`config.mk`:
```
export PLATFORM = sky130hd
export DESIGN_NAME = sws_cell
export DESIGN_NICKNAME = d
export VERILOG_FILES = /design/src/sws_pkg.sv /design/src/sws_cell.sv
export SDC_FILE = /design/constraint.sdc
export NUM_CORES = 1
export LEC_CHECK = 0
export BUFFER_PORTS_ARGS = -buffer_cell sky130_fd_sc_hd__buf_4
export CORE_MARGIN = 5
export CORE_UTILIZATION = 43
export CTS_CLUSTER_DIAMETER = 30
export DETAILED_ROUTE_END_ITERATION = 10
export PLACE_DENSITY = 0.77
export SYNTH_ARGS = -nofsm -noshare
export SYNTH_HDL_FRONTEND = slang
export SYNTH_SLANG_ARGS = --single-unit
```
`constraint.sdc`:
```
create_clock -name clk -period 1 [get_ports clk]
set_clock_uncertainty 0.05 [all_clocks]
set_input_delay 0.25 -clock clk [delete_from_list [all_inputs] [get_ports clk]]
set_output_delay 0.25 -clock clk [all_outputs]
set_load 0.1 [all_outputs]
```
`src/sws_pkg.sv`:
```
// Shared types and constants of the sliding window sum and statistics block.
// Depends on nothing; every module of the block imports it.
`timescale 1ns / 1ps
`default_nettype none

package sws_pkg;

  // Field widths of one input word and one result word.
  localparam int SAMPLE_W    = 32;
  localparam int ENTRY_W     = 33;
  localparam int SUM_OUT_W   = 39;
  localparam int OUT_TDATA_W = 176;

  // Configuration port.
  localparam int CFG_ADDR_W  = 3;
  localparam int CFG_DATA_W  = 32;
  // Register index as seen in the address (paddr[2] selects the word).
  localparam logic REG_DELTA_MODE = 1'b0;

  // Sequencer states.
  typedef enum logic [2:0] {
    ST_IDLE,
    ST_SHIFT,
    ST_SCAN,
    ST_DIV,
    ST_DONE
  } sws_state_t;

endpackage : sws_pkg

`default_nettype wire

```
`src/sws_cell.sv`:
```
// One window cell: holds one entry and takes its left neighbor's entry when the
// chain moves. Depends on sws_pkg for the entry width.
`timescale 1ns / 1ps
`default_nettype none

module sws_cell
  import sws_pkg::*;
(
  input  wire logic               clk,
  input  wire logic               rst_n,
  input  wire logic               move,
  input  wire logic [ENTRY_W-1:0] d_in,
  output logic      [ENTRY_W-1:0] q_out
);

  logic [ENTRY_W-1:0] entry_r;

  // The window starts cleared; those zeros take part in the statistics.
  always_ff @(posedge clk) begin
    if (!rst_n) begin
      entry_r <= '0;
    end else if (move) begin
      entry_r <= d_in;
    end
  end

  assign q_out = entry_r;

endmodule : sws_cell

`default_nettype wire

```
# After elaboration in Yosys (flattened, before gate mapping)
# Index checks and enable logic that the tools add are counted.
# W data, S select, Z words.
# word_totals
ff_bits,33
inputBits,36
out_inout_bits,33
elab_cells,1

# Longest topological paths before layout
# depth
depth_word,0
mapped_depth,4
depth_no_buf,2

# Least setup slack after synthesis
# Ideal clock, no wire load.
# synth_path
path_type,flip-flop to flip-flop
start,reg q_out[0] (netlist name)
end,"reg entry_r[0], in the netlist q_out[0]"
arrival_time_ps,1194
path_slack_ps,-311
stages_incl_launch_ff,3
path_buffers,0
period_less_slack_ps,1311
cell_sequence,dfxtp_1 -> mux2i_1 -> nor2b_1
# synth_lines
element,line,rtl
"end signal, assigned",sws_cell.sv:23,entry_r <= d_in;
"end, declared",sws_cell.sv:16,logic [ENTRY_W-1:0] entry_r;

# Worst setup path in the final report
# layout_path
start,"reg entry_r[19], in the netlist q_out[19]"
end,out q_out[19]
# layout_lines
element,line,rtl
"end, declared",sws_cell.sv:13,output logic [ENTRY_W-1:0] q_out
# No word-level cell between the ends.

==> metrics.txt <==
maximum root-to-sink buffer count 2; initial core utilization ~46%; Mapped Nets 142; initial DRC count 37; remaining antenna violation count 0; total power after layout 3550 uW; Slew Viols, Final 0; pwr dens 1520 nW/um2; failing checks setup timing; global routing usage on met2 31.2%; root cell of the clock tree clkbuf_4; CP Buf/Inv Count 1; Post-DP HPWL roughly 2.2 mm; Clock Latency Late Sink 0.32 ns; peak ir drop on the vdd network 1.19 mV; layer carrying the most global-route usage met2; via-per-instance ratio approximately 4.8; remaining global-route overflow 0; antenna violations before repair 0; mean cell area of the mapped netlist 12.1 um2; Hold Slack 0.125 ns; endpoint class of the critical path output port; RSZ-0062 raised after global routing true; routed vias around 1000; hold buffer count at CTS 0; GRT Total Usage 16.9%; static leakage approximately 0.0011 uW; TritonCTS Buffers 5; Min-Delay Path Class in -> reg; routed wire length 3.35 mm; number of clock sinks 33; top fanout value on the critical path 2; arrival time reported for the critical path endpoint 0.88 ns; total inserted antenna cells 0; router iterations before antenna repair 3; number of flip-flops in the largest register 33; area taken by flip-flops and latches approximately 700 um2; measured slew at the worst slew-check pin around 0.25 ns; core region area ~2800 um2; share of cells above drive strength 1 63.3%; final std cell area, no fill 2340 um2; slowest cell on the critical path dfxtp_2; clock transition at the registers of the reported paths 0.10 ns; number of fill cells about 150; sequential share of the synthesized area 51.6%; pin count of the biggest net entering global routing 34; die area around 4200 um2; Port Buffer Count 68; Max Cap Violations 0; die outline width 64.6 um; number of hold violations in the final report 0; Post-route DRC 0; summed instance area of the synthesized netlist 1280 um2; Worst Path Class, Setup reg -> out; CTS tree built; Final nets 215; global-route met1 utilization between 15 and 20%; result of the run finished with violations; detailed-route wire length per cell 15.9 um; minimum setup slack in the final design -0.183 ns; number of I/O pins between 60 and 70; pre-CTS worst setup slack 0.00534 ns; wire length of the first global-routing pass 5.38 mm; final setup violation count 33; vias in the first global route approximately 1100; highest clock frequency the design can meet 845 MHz; met3 Resource Use GR 4.66%; required time worst endpoint approximately 0.7 ns; Clock H-tree levels 2; number of placement rows 19; Mapped Cells 106; area growth from synthesis to layout 82.7%; footprint of the multi-input gates 537 um2; final critical-path required period 1.18 ns; crit share post-route 118%; family of cells with the greatest summed delay on the critical path flip-flops; die span in y around 65 um; flip-flop and latch count after synthesis 33; placed instance area 1830 um2; number of distinct library cells after synthesis 6; placer's final routability congestion estimate 0.678; Synthesis Warnings 0; worst relative slew slack 83.5%; crit path launch type flip-flop; chain of cells forming the critical path buf_12; largest incremental delay on the critical path 0.38 ns
[cell type report]
cell class | instances | share of cell area [%]
Timing Repair Buffer | 73 | 42.2
Clock inverter | 1 | 0.214
Sequential cell | 33 | 30.2
Tap cell | 31 | 1.66
Clock buffer | 7 | 2.78
Multi-Input combinational cell | 66 | 23.0
[stage by stage]
step                setup TNS, ns  std cells  utilization (%)
floorplan                       0        106                -
CTS                         -5.99        210             82.9
global placement                0        200             65.2
global route                -6.90        211             83.4
finish                      -5.49        211             83.4
detailed placement              0        200             65.2
[cell families after synthesis]
kind of cell           after synthesis  synth area share, %
multiplexers                        33                 25.8
flip-flops                          33                 51.6
AND/OR/NAND/NOR                     33                 16.1
buffers and inverters                7                 6.45
[path summary, 6_finish.rpt]
path / cells after the start / start / slack, ns / to
min reg2reg: 2 / q_out[23] / 0.49 / q_out[23]
max reg2reg: 3 / q_out[24] / 0.14 / q_out[24]
max: 1 / q_out[19] / -0.18 / q_out[19]
min: 3 / d_in[14] / 0.12 / q_out[14]
[cells in the mapped netlist]
library cell | count | area share [%]
buf_12 | 3 | 4.7
buf_6 | 1 | 0.88
mux2i_1 | 33 | 26
dfxtp_1 | 33 | 52
nor2b_1 | 33 | 16
clkbuf_1 | 3 | 0.88
[cells in the final DEF (no fill, tap or decap), drive strengths merged]
cell and instances:
buf 73, clkbuf 7, clkinv 1, dfxtp 33, mux2i 33, nor2b 33
[metal layers]
metal  vias to the layer above  routed length, um
met5                         -                  0
met3                         5                210
met1                       466               1290
li1                        493                  -
met2                        42               1790
met4                         0                 57
[power by group]
group	total, uW	switching [uW]	internal, uW
registers	1490	86.2	1410
clock network	840	433	407
logic	1220	719	496
total	3550	1240	2310
[repair_timing]
item	in CTS	in global routing
gates resized for setup	99	2
buffers inserted	2	1
setup endpoints to repair	33	33
No activity file was read; power rests on OpenSTA's default activity.
