### config.mk
export PLATFORM = sky130hd
export DESIGN_NAME = sws_div
export DESIGN_NICKNAME = d
export VERILOG_FILES = /design/src/sws_pkg.sv /design/src/sws_div.sv
export SDC_FILE = /design/constraint.sdc
export NUM_CORES = 1
export LEC_CHECK = 0
export ABC_AREA = 0
export BUFFER_PORTS_ARGS = -buffer_cell sky130_fd_sc_hd__buf_2
export CAP_MARGIN = 10
export CORE_ASPECT_RATIO = 0.8
export CORE_MARGIN = 2
export CORE_UTILIZATION = 40
export CTS_BUF_LIST = sky130_fd_sc_hd__clkbuf_4
export CTS_CLUSTER_DIAMETER = 60
export DETAILED_ROUTE_END_ITERATION = 7
export GPL_ROUTABILITY_DRIVEN = 0
export PLACE_DENSITY = 0.81
export SYNTH_ARGS = -nofsm -noshare
export SYNTH_HDL_FRONTEND = slang
export SYNTH_SLANG_ARGS = --single-unit
### constraint.sdc
create_clock -name clk -period 0.8 [get_ports clk]
set_input_delay 0.04 -clock clk [delete_from_list [all_inputs] [get_ports clk]]
set_output_delay 0.04 -clock clk [all_outputs]
set_load 0.05 [all_outputs]
### src/sws_pkg.sv
// Shared types and constants of the sliding window sum and statistics block.
// Depends on nothing; every module of the block imports it.
`timescale 1ns / 1ps
`default_nettype none

package sws_pkg;

  // Field widths of one input word and one result word.
  localparam int SAMPLE_W    = 32;
  localparam int ENTRY_W     = 33;
  localparam int SUM_OUT_W   = 39;
  localparam int OUT_TDATA_W = 176;

  // Configuration port.
  localparam int CFG_ADDR_W  = 3;
  localparam int CFG_DATA_W  = 32;
  // Register index as seen in the address (paddr[2] selects the word).
  localparam logic REG_DELTA_MODE = 1'b0;

  // Sequencer states.
  typedef enum logic [2:0] {
    ST_IDLE,
    ST_SHIFT,
    ST_SCAN,
    ST_DIV,
    ST_DONE
  } sws_state_t;

endpackage : sws_pkg

`default_nettype wire

### src/sws_div.sv
// Floor division of the running sum by the window depth. A power-of-two depth
// is an arithmetic shift; any other depth multiplies by a rounded-up reciprocal
// as a sum of 24-bit limb partial products. Depends on sws_pkg.
`timescale 1ns / 1ps
`default_nettype none

module sws_div
  import sws_pkg::*;
#(
  parameter int WINDOW_DEPTH = 64,
  parameter int SUM_W        = 39
)
(
  input  wire logic                    clk,
  input  wire logic                    rst_n,
  input  wire logic                    start,
  input  wire logic signed [SUM_W-1:0] dividend,
  output logic                         done,
  output logic        [ENTRY_W-1:0]    quotient
);

  localparam bit IS_POW2 = ((WINDOW_DEPTH & (WINDOW_DEPTH - 1)) == 0);
  localparam int LOG2_D  = $clog2(WINDOW_DEPTH);

  logic               done_r;
  logic [ENTRY_W-1:0] quot_r;

  assign done     = done_r;
  assign quotient = quot_r;

  if (IS_POW2) begin : g_shift
    // Arithmetic shift floors toward minus infinity.
    always_ff @(posedge clk) begin
      if (!rst_n) begin
        done_r <= 1'b0;
      end else begin
        done_r <= start;
      end
    end

    always_ff @(posedge clk) begin
      if (start) begin
        quot_r <= ENTRY_W'(dividend >>> LOG2_D);
      end
    end
  end else begin : g_recip
    // For any SUM_W-bit magnitude a, floor(a / depth) is (a * RECIP) >> SH.
    localparam int LW        = 24;
    localparam int SH        = SUM_W + LOG2_D;
    localparam int NA        = (SUM_W + LW - 1) / LW;
    localparam int NM        = (SUM_W + LW) / LW;
    localparam int MAG_PAD_W = NA * LW;
    localparam int RCP_PAD_W = NM * LW;
    localparam int PROD_W    = MAG_PAD_W + RCP_PAD_W;
    localparam int IDX_MAX   = (NA > NM) ? NA : NM;
    localparam int IDX_W     = (IDX_MAX > 2) ? $clog2(IDX_MAX) : 1;
    localparam longint unsigned RECIP =
      ((64'd1 << SH) + 64'(WINDOW_DEPTH) - 64'd1) / 64'(WINDOW_DEPTH);
    localparam logic [RCP_PAD_W-1:0] RCP_PAD = RCP_PAD_W'(RECIP);

    logic                 busy_r;
    logic                 neg_r;
    logic [MAG_PAD_W-1:0] mag_r;
    logic [PROD_W-1:0]    acc_r;
    logic [IDX_W-1:0]     ia_r;
    logic [IDX_W-1:0]     im_r;
    logic [SUM_W-1:0]     dividend_mag;
    logic [LW-1:0]        a_limb;
    logic [LW-1:0]        m_limb;
    logic [2*LW-1:0]      partial;
    logic [PROD_W-1:0]    partial_ext;
    logic                 last_step;
    logic [ENTRY_W-1:0]   q_bits;

    // A negative sum is biased by depth - 1 so that the magnitude quotient
    // rounds up, which floors the signed result.
    always_comb begin
      if (dividend[SUM_W-1]) begin
        dividend_mag = SUM_W'(-dividend) + SUM_W'(WINDOW_DEPTH - 1);
      end else begin
        dividend_mag = SUM_W'(dividend);
      end
      a_limb      = mag_r[ia_r * LW +: LW];
      m_limb      = RCP_PAD[im_r * LW +: LW];
      partial     = a_limb * m_limb;
      partial_ext = PROD_W'(partial) << (LW * (ia_r + im_r));
      last_step   = (ia_r == IDX_W'(NA - 1)) && (im_r == IDX_W'(NM - 1));
      q_bits      = acc_r[SH +: ENTRY_W];
      quot_r      = neg_r ? (~q_bits + 1'b1) : q_bits;
    end

    // One partial product per cycle, magnitude limbs inner, reciprocal limbs outer.
    always_ff @(posedge clk) begin
      if (!rst_n) begin
        busy_r <= 1'b0;
        done_r <= 1'b0;
        ia_r   <= '0;
        im_r   <= '0;
      end else begin
        done_r <= busy_r && !start && last_step;
        if (start) begin
          busy_r <= 1'b1;
          ia_r   <= '0;
          im_r   <= '0;
        end else if (busy_r) begin
          if (last_step) begin
            busy_r <= 1'b0;
          end else if (ia_r == IDX_W'(NA - 1)) begin
            ia_r <= '0;
            im_r <= im_r + 1'b1;
          end else begin
            ia_r <= ia_r + 1'b1;
          end
        end
      end
    end

    always_ff @(posedge clk) begin
      if (start) begin
        neg_r <= dividend[SUM_W-1];
        mag_r <= MAG_PAD_W'(dividend_mag);
        acc_r <= '0;
      end else if (busy_r) begin
        acc_r <= acc_r + partial_ext;
      end
    end
  end

endmodule : sws_div

`default_nettype wire

; ---- Yosys cells after proc, flatten, opt, wreduce, memory -nomap -nowiden
; Cells that the tools add are included.
[totals]
input_bits = 42
ff_bits = 34
romBits = 0
n_memories = 0
ramBits = 0
latchBits = 0
[op_classes]
n_div = 0
n_mul = 0
n_addsub = 0
n_eq_ne = 0
muxes = 0
magnitude_cmp = 0
shifts = 0
n_reduce_logical = 0
n_bitwise = 0

; ---- Longest topological paths before layout
; Gate-level depths: netlist of run 1.
[logic_depth]
word_depth = 0
ltp_mapped = 1

; ---- Worst setup path before layout of run 1
; Ideal clock, no wire load.
[synth_timing]
path_type = flip-flop to output port
startpoint = register quot_r[0], in the netlist quotient[0]
endpoint = output port quotient[0]
path_buffers = 0
slack_ns = 0.159
stages_incl_launch_ff = 1
arrival_ns = 0.601
required_ns = 0.760
cell_sequence = edfxtp_1
[synth_rtl]
columns = element, line
row1 = from (decl), sws_div.sv:26  ; logic [ENTRY_W-1:0] quot_r;
row2 = from (signal assigned), sws_div.sv:43  ; quot_r <= ENTRY_W'(dividend >>> LOG2_D);
row3 = to (decl), sws_div.sv:19  ; output logic [ENTRY_W-1:0] quotient
; No word-level cell between the ends.

; ---- Worst setup path in the final report of run 1
[layout_timing]
startpoint = register quot_r[29], in the netlist quotient[29]
endpoint = output port quotient[29]
; No word-level cell between the ends.

==> impl_metrics.toml, run 1 <==
[clock_network]
root_buffer = "clkbuf_4"
cts_tree = "built"
total_clock_buffers_created_by_cts = 5
post-cts-setup-buffers = 0
clkTransAtPathRegs_ps = 110
cts_buffer_depth = 2
cts.sink_count = 34
htreeDepth = 2

[status]
violations = "negative setup slack"
status = "complete, but fails checks"

[hold_path]
hold_critical_path_depth = 2
holdCritStartpoint = "start"
hold_path_end = "quotient[31]"
worstHoldPathType = "input pin to flip-flop"

[place]
dp_hpwl_um = 1340
dpl.cell_count = 142
io_buffers = 69
detailed_place.area_sq_um = 1440

[die]
core_region_area_sq_um = 2420
die_h_um = 49.1
total_die_area_sq_um = 2960
rows = 16
number_of_primary_i_o_pins = 76
start_util = 0.420
die-width_um = 60.4

[sta]
slew_viol_final = 0
timing.setup.tns_ps = -4930
final-setup-viol-count = 34
max-slew-margin-rel = 0.897
final_hold_viol_count = 0
max_slew.worst_pin.slew_ps = 155
final_clock_period_utilization_by_the_worst_path = 1.23
grt_setup_unrepaired = "yes"
timing.final.ws_setup_ps = -184
period_needed_ps = 984
highest_clock_frequency_the_design_can_meet_ghz = 1.02

[cells_and_area]
area_delta_synth_final_pct = 101
antennaDiodeCount = 0
fill_cells = 112
layout-drive-gt1-share = 0.534
layout.core_utilization = 0.845
fin_cells = 184
finish.instance_area_sq_um = 2050
final_nets = 189

[pwr]
leak_uw = 0.000864
total_power_uw = 4130
cellPowerDensity_nw_per_um2 = 2020
vdd_ir_drop_max_mv = 1.50

[synthesis]
synth_seq_area_share = 0.994
synth_nets = 77
post_synth.cell_area_avg_sq_um = 29.1
synth.lib_cells_used.distinct = 3
synth.area.top_cells = "edfxtp_1 (97%), dfxtp_1 (2.0%), and2_1 (0.62%)"
yosys.area.top_type_share = 0.974
post_synth_inst_count = 35
yosys.cell_count.top_type = "edfxtp_1"
postSynthRegisterBits = 34
synth_edf_count = 33
synth_flop_cell = "edfxtp_1"
syn-cell-area_sq_um = 1020
synth-warning-count = 0
synth_async_sr_flop_share = 0
synthDominantAreaCellType = "edfxtp_1"
synth_top_cells_by_count = "edfxtp_1 (33), and2_1 (1), dfxtp_1 (1)"

[detailed_routing]
drt-vias-per-instance = 4.28
wirelength_um = 2940
routedWlPerCell_um = 16.0
first_pass_detailed_route_iteration_total = 4
drtAntennaViolNets = 0
drt_drc_violations_left = 0
detailroute.via_count = 788
drtIter0Drc = 23

[critical_path]
worst_path_dominant_cell_family = "flip-flops"
timing.setup.critical_path_class = "flip-flop to primary output"
critical_path_buf_inv_count = 1
critical-path-max-stage-delay_ps = 430
cp_slowest_cell = "edfxtp_1"
worst-path-max-fanout = 1
cp-end-kind = "primary output"
timing.critical_path.required_ps = 760
arrival_ps = 940
critical_path.cell_chain = "buf_6"
element_type_at_the_critical_path_start = "flip-flop"

[grt]
globalRoute.totalOverflow = 0
globalRouteTotalUtil = 0.221
pin_count_of_the_biggest_net_entering_global_routing = 23
grt_antenna_before_repair = 0
number_of_global_route_vias_before_repair = 874
first_pass_grt_wire_length_um = 4440

[job]
cap_viol_max_count = 0
[cell type report]
class                      count  area [sq um]  share of cell area
clock buffer                   5          37.5              0.0183
clock inverter                 3          16.3             0.00795
multi-input combinational      1          6.26             0.00306
sequential                    34          1010               0.494
tap                           36          45.0              0.0220
timing repair buffer         105           930               0.454
[how the worst max path moves through the flow]
stage	end	startpoint	slack, ps	cells after the start
floorplan	quotient[0]	quotient[0]	160	0
global placement	quotient[11]	start	160	2
detailed placement	quotient[11]	start	140	2
CTS	quotient[22]	quotient[22]	-180	1
global route	quotient[23]	quotient[23]	-220	1
finish	quotient[29]	quotient[29]	-180	1
[per-layer routing]
layer / track usage / vias to the layer above / share of wire
li1: - / 362 / -
met2: 0.342 / 55 / 0.49
met4: 0.0667 / 0 / 0.016
met3: 0.111 / 5 / 0.098
met1: 0.272 / 366 / 0.40
met5: 0 / - / 0
[repair_timing]
action	CTS	global route
resized for setup	70	0
hold endpoints to repair	34	0
setup endpoints to repair	34	34
cloned	0	0
hold buffers	34	0
[report_power, final]
group	switching [uW]	internal [uW]	total [uW]
clock network	570	326	897
registers	71.8	2110	2180
logic	621	432	1050
total	1260	2870	4130
[cells in the final DEF (no fill, tap or decap)]
cell / instances
clkinv_1: 1
clkbuf_4: 5
buf_4: 1
buf_8: 1
buf_2: 35
clkinvlp_4: 1
dfxtp_2: 1
buf_12: 1
dlygate4sd3_1: 34
edfxtp_1: 33
and2_1: 1
buf_6: 33
clkinv_2: 1
[registers in the layout (all words and copies together), names as in the netlist]
register,flops
quotient,33
done,1
[through the flow]
stage / hold WS [ps] / setup slack [ps]
after floorplan: 139 / 159
after global placement: 217 / 157
after detailed placement: 218 / 144
after CTS: 112 / -181
after global routing: 116 / -219
final: 119 / -184
[logic make-up (layout without fill, tap and decap cells)]
kind of cell	after synthesis	count (layout)	share of synthesized area
DFF	34	34	0.994
buffers and inverters	0	113	0
and+or+nand+nor	1	1	0.00615
Power figures use the tool's default switching activity.
==> run 2, diff against run 1 <==
==> constraint.sdc (replaced) <==
create_clock -name clk -period 1 [get_ports clk]
set_input_delay 0.05 -clock clk [delete_from_list [all_inputs] [get_ports clk]]
set_output_delay 0.05 -clock clk [all_outputs]
set_load 0.05 [all_outputs]
==> impl_metrics.toml, run 2 (synthesis gave the netlist of run 1 again) <==
[status]
status = "complete, no violations"

[critical_path]
cp_slowest_cell = "edfxtp_1"
element_type_at_the_critical_path_start = "flip-flop"
cp-end-kind = "primary output"
critical_path_buf_inv_count = 1
critical-path-max-stage-delay_ps = 440
worst-path-max-fanout = 1
timing.setup.critical_path_class = "flip-flop to primary output"
timing.critical_path.required_ps = 950
worst_path_dominant_cell_family = "flip-flops"
arrival_ps = 940
critical_path.cell_chain = "buf_6"

[die]
core_region_area_sq_um = 2420
die-width_um = 60.4
number_of_primary_i_o_pins = 76
total_die_area_sq_um = 2960
rows = 16
start_util = 0.420
die_h_um = 49.1

[hold_path]
worstHoldPathType = "input pin to flip-flop"

[clock_network]
clkTransAtPathRegs_ps = 110
cts_tree = "built"
htreeDepth = 2
cts.sink_count = 34
root_buffer = "clkbuf_4"
total_clock_buffers_created_by_cts = 5
cts_buffer_depth = 2

[sta]
period_needed_ps = 989
final_clock_period_utilization_by_the_worst_path = 0.989
max_slew.worst_pin.slew_ps = 252
max-slew-margin-rel = 0.833
slew_viol_final = 0
highest_clock_frequency_the_design_can_meet_ghz = 1.01
fin_hold_ws_ps = 160
grt_setup_unrepaired = "yes"
final_hold_viol_count = 0
final-setup-viol-count = 0
timing.setup.tns_ps = 0

[detailed_routing]
wirelength_um = 3130
drt-vias-per-instance = 4.44
detailroute.via_count = 817
drtIter0Drc = 20
drt_drc_violations_left = 0
drtAntennaViolNets = 0
routedWlPerCell_um = 17.0
first_pass_detailed_route_iteration_total = 4

[pwr]
leak_uw = 0.000842
total_power_uw = 3490
cellPowerDensity_nw_per_um2 = 1780
vdd_ir_drop_max_mv = 1.16

[grt]
grt.met3_usage = 0.0769
grt_antenna_before_repair = 0
globalRouteTotalUtil = 0.210
gr-usage-met1 = 0.240
groute.layer.met2.usage = 0.348
top_usage_layer = "met2"
number_of_global_route_vias_before_repair = 905
globalRoute.totalOverflow = 0
pin_count_of_the_biggest_net_entering_global_routing = 23
first_pass_grt_wire_length_um = 4190

[cells_and_area]
fill_cells = 126
layout_common_cells = "buf_2 (46), dlygate4sd3_1 (34), edfxtp_1 (33), buf_6 (13), buf_4 (11)"
area_delta_synth_final_pct = 92.7
largest_register_ffs = 33
layout_commonest_cell = "buf_2"
layout-drive-gt1-share = 0.527
antennaDiodeCount = 0
final_nets = 189

[job]
cap_viol_max_count = 0

[place]
io_buffers = 69
[run 2: metrics by stage]
step,area (sq um),utilization,setup WS (ps),cells
2_1_floorplan,1020,-,349,35
3_3_place_gp,1440,0.592,347,142
3_5_place_dp,1440,0.592,337,142
4_1_cts,1850,0.765,6.07,184
5_1_grt,1960,0.809,-36.0,184
6_report,1960,0.809,11.1,184
[run 2: power by group]
group / switching [uW] / leakage (uW) / total [uW] / internal (uW)
registers: 45.1 / 0.000331 / 1730 / 1690
logic: 502 / 0.000467 / 787 / 284
clock network: 429 / 0.0000433 / 976 / 547
total: 976 / 0.000842 / 3490 / 2520
[run 2: per-layer routing]
| metal | routed length (um) | share of wire | up-vias |
|---|---|---|---|
| li1 | - | - | 367 |
| met1 | 1130 | 0.36 | 382 |
| met2 | 1680 | 0.53 | 64 |
| met3 | 276 | 0.088 | 4 |
| met4 | 53 | 0.017 | 0 |
| met5 | 0 | 0 | - |
[run 2: area by class of cell]
cell class	count	area, sq um	share of cell area
Multi-Input combinational cell	1	6.26	0.00319
Tap cell	36	45.0	0.0230
Timing Repair Buffer	105	820	0.418
Clock buffer	6	45.0	0.0230
Sequential cell	34	1010	0.516
Clock inverter	2	33.8	0.0172
[run 2: path summary, 6_finish.rpt]
kind                         start            to  slack (ps)  depth (start not counted)
worst max-delay path  quotient[11]  quotient[11]          10                          1
worst min-delay path         start  quotient[28]         160                          2
[run 2: what timing repair did]
item                                    CTS  global route
endpoints found under the setup margin    0            23
buffers inserted                          0             0
hold endpoints to repair                 34             0
hold buffers                             34             0
gates resized for setup                   0            59
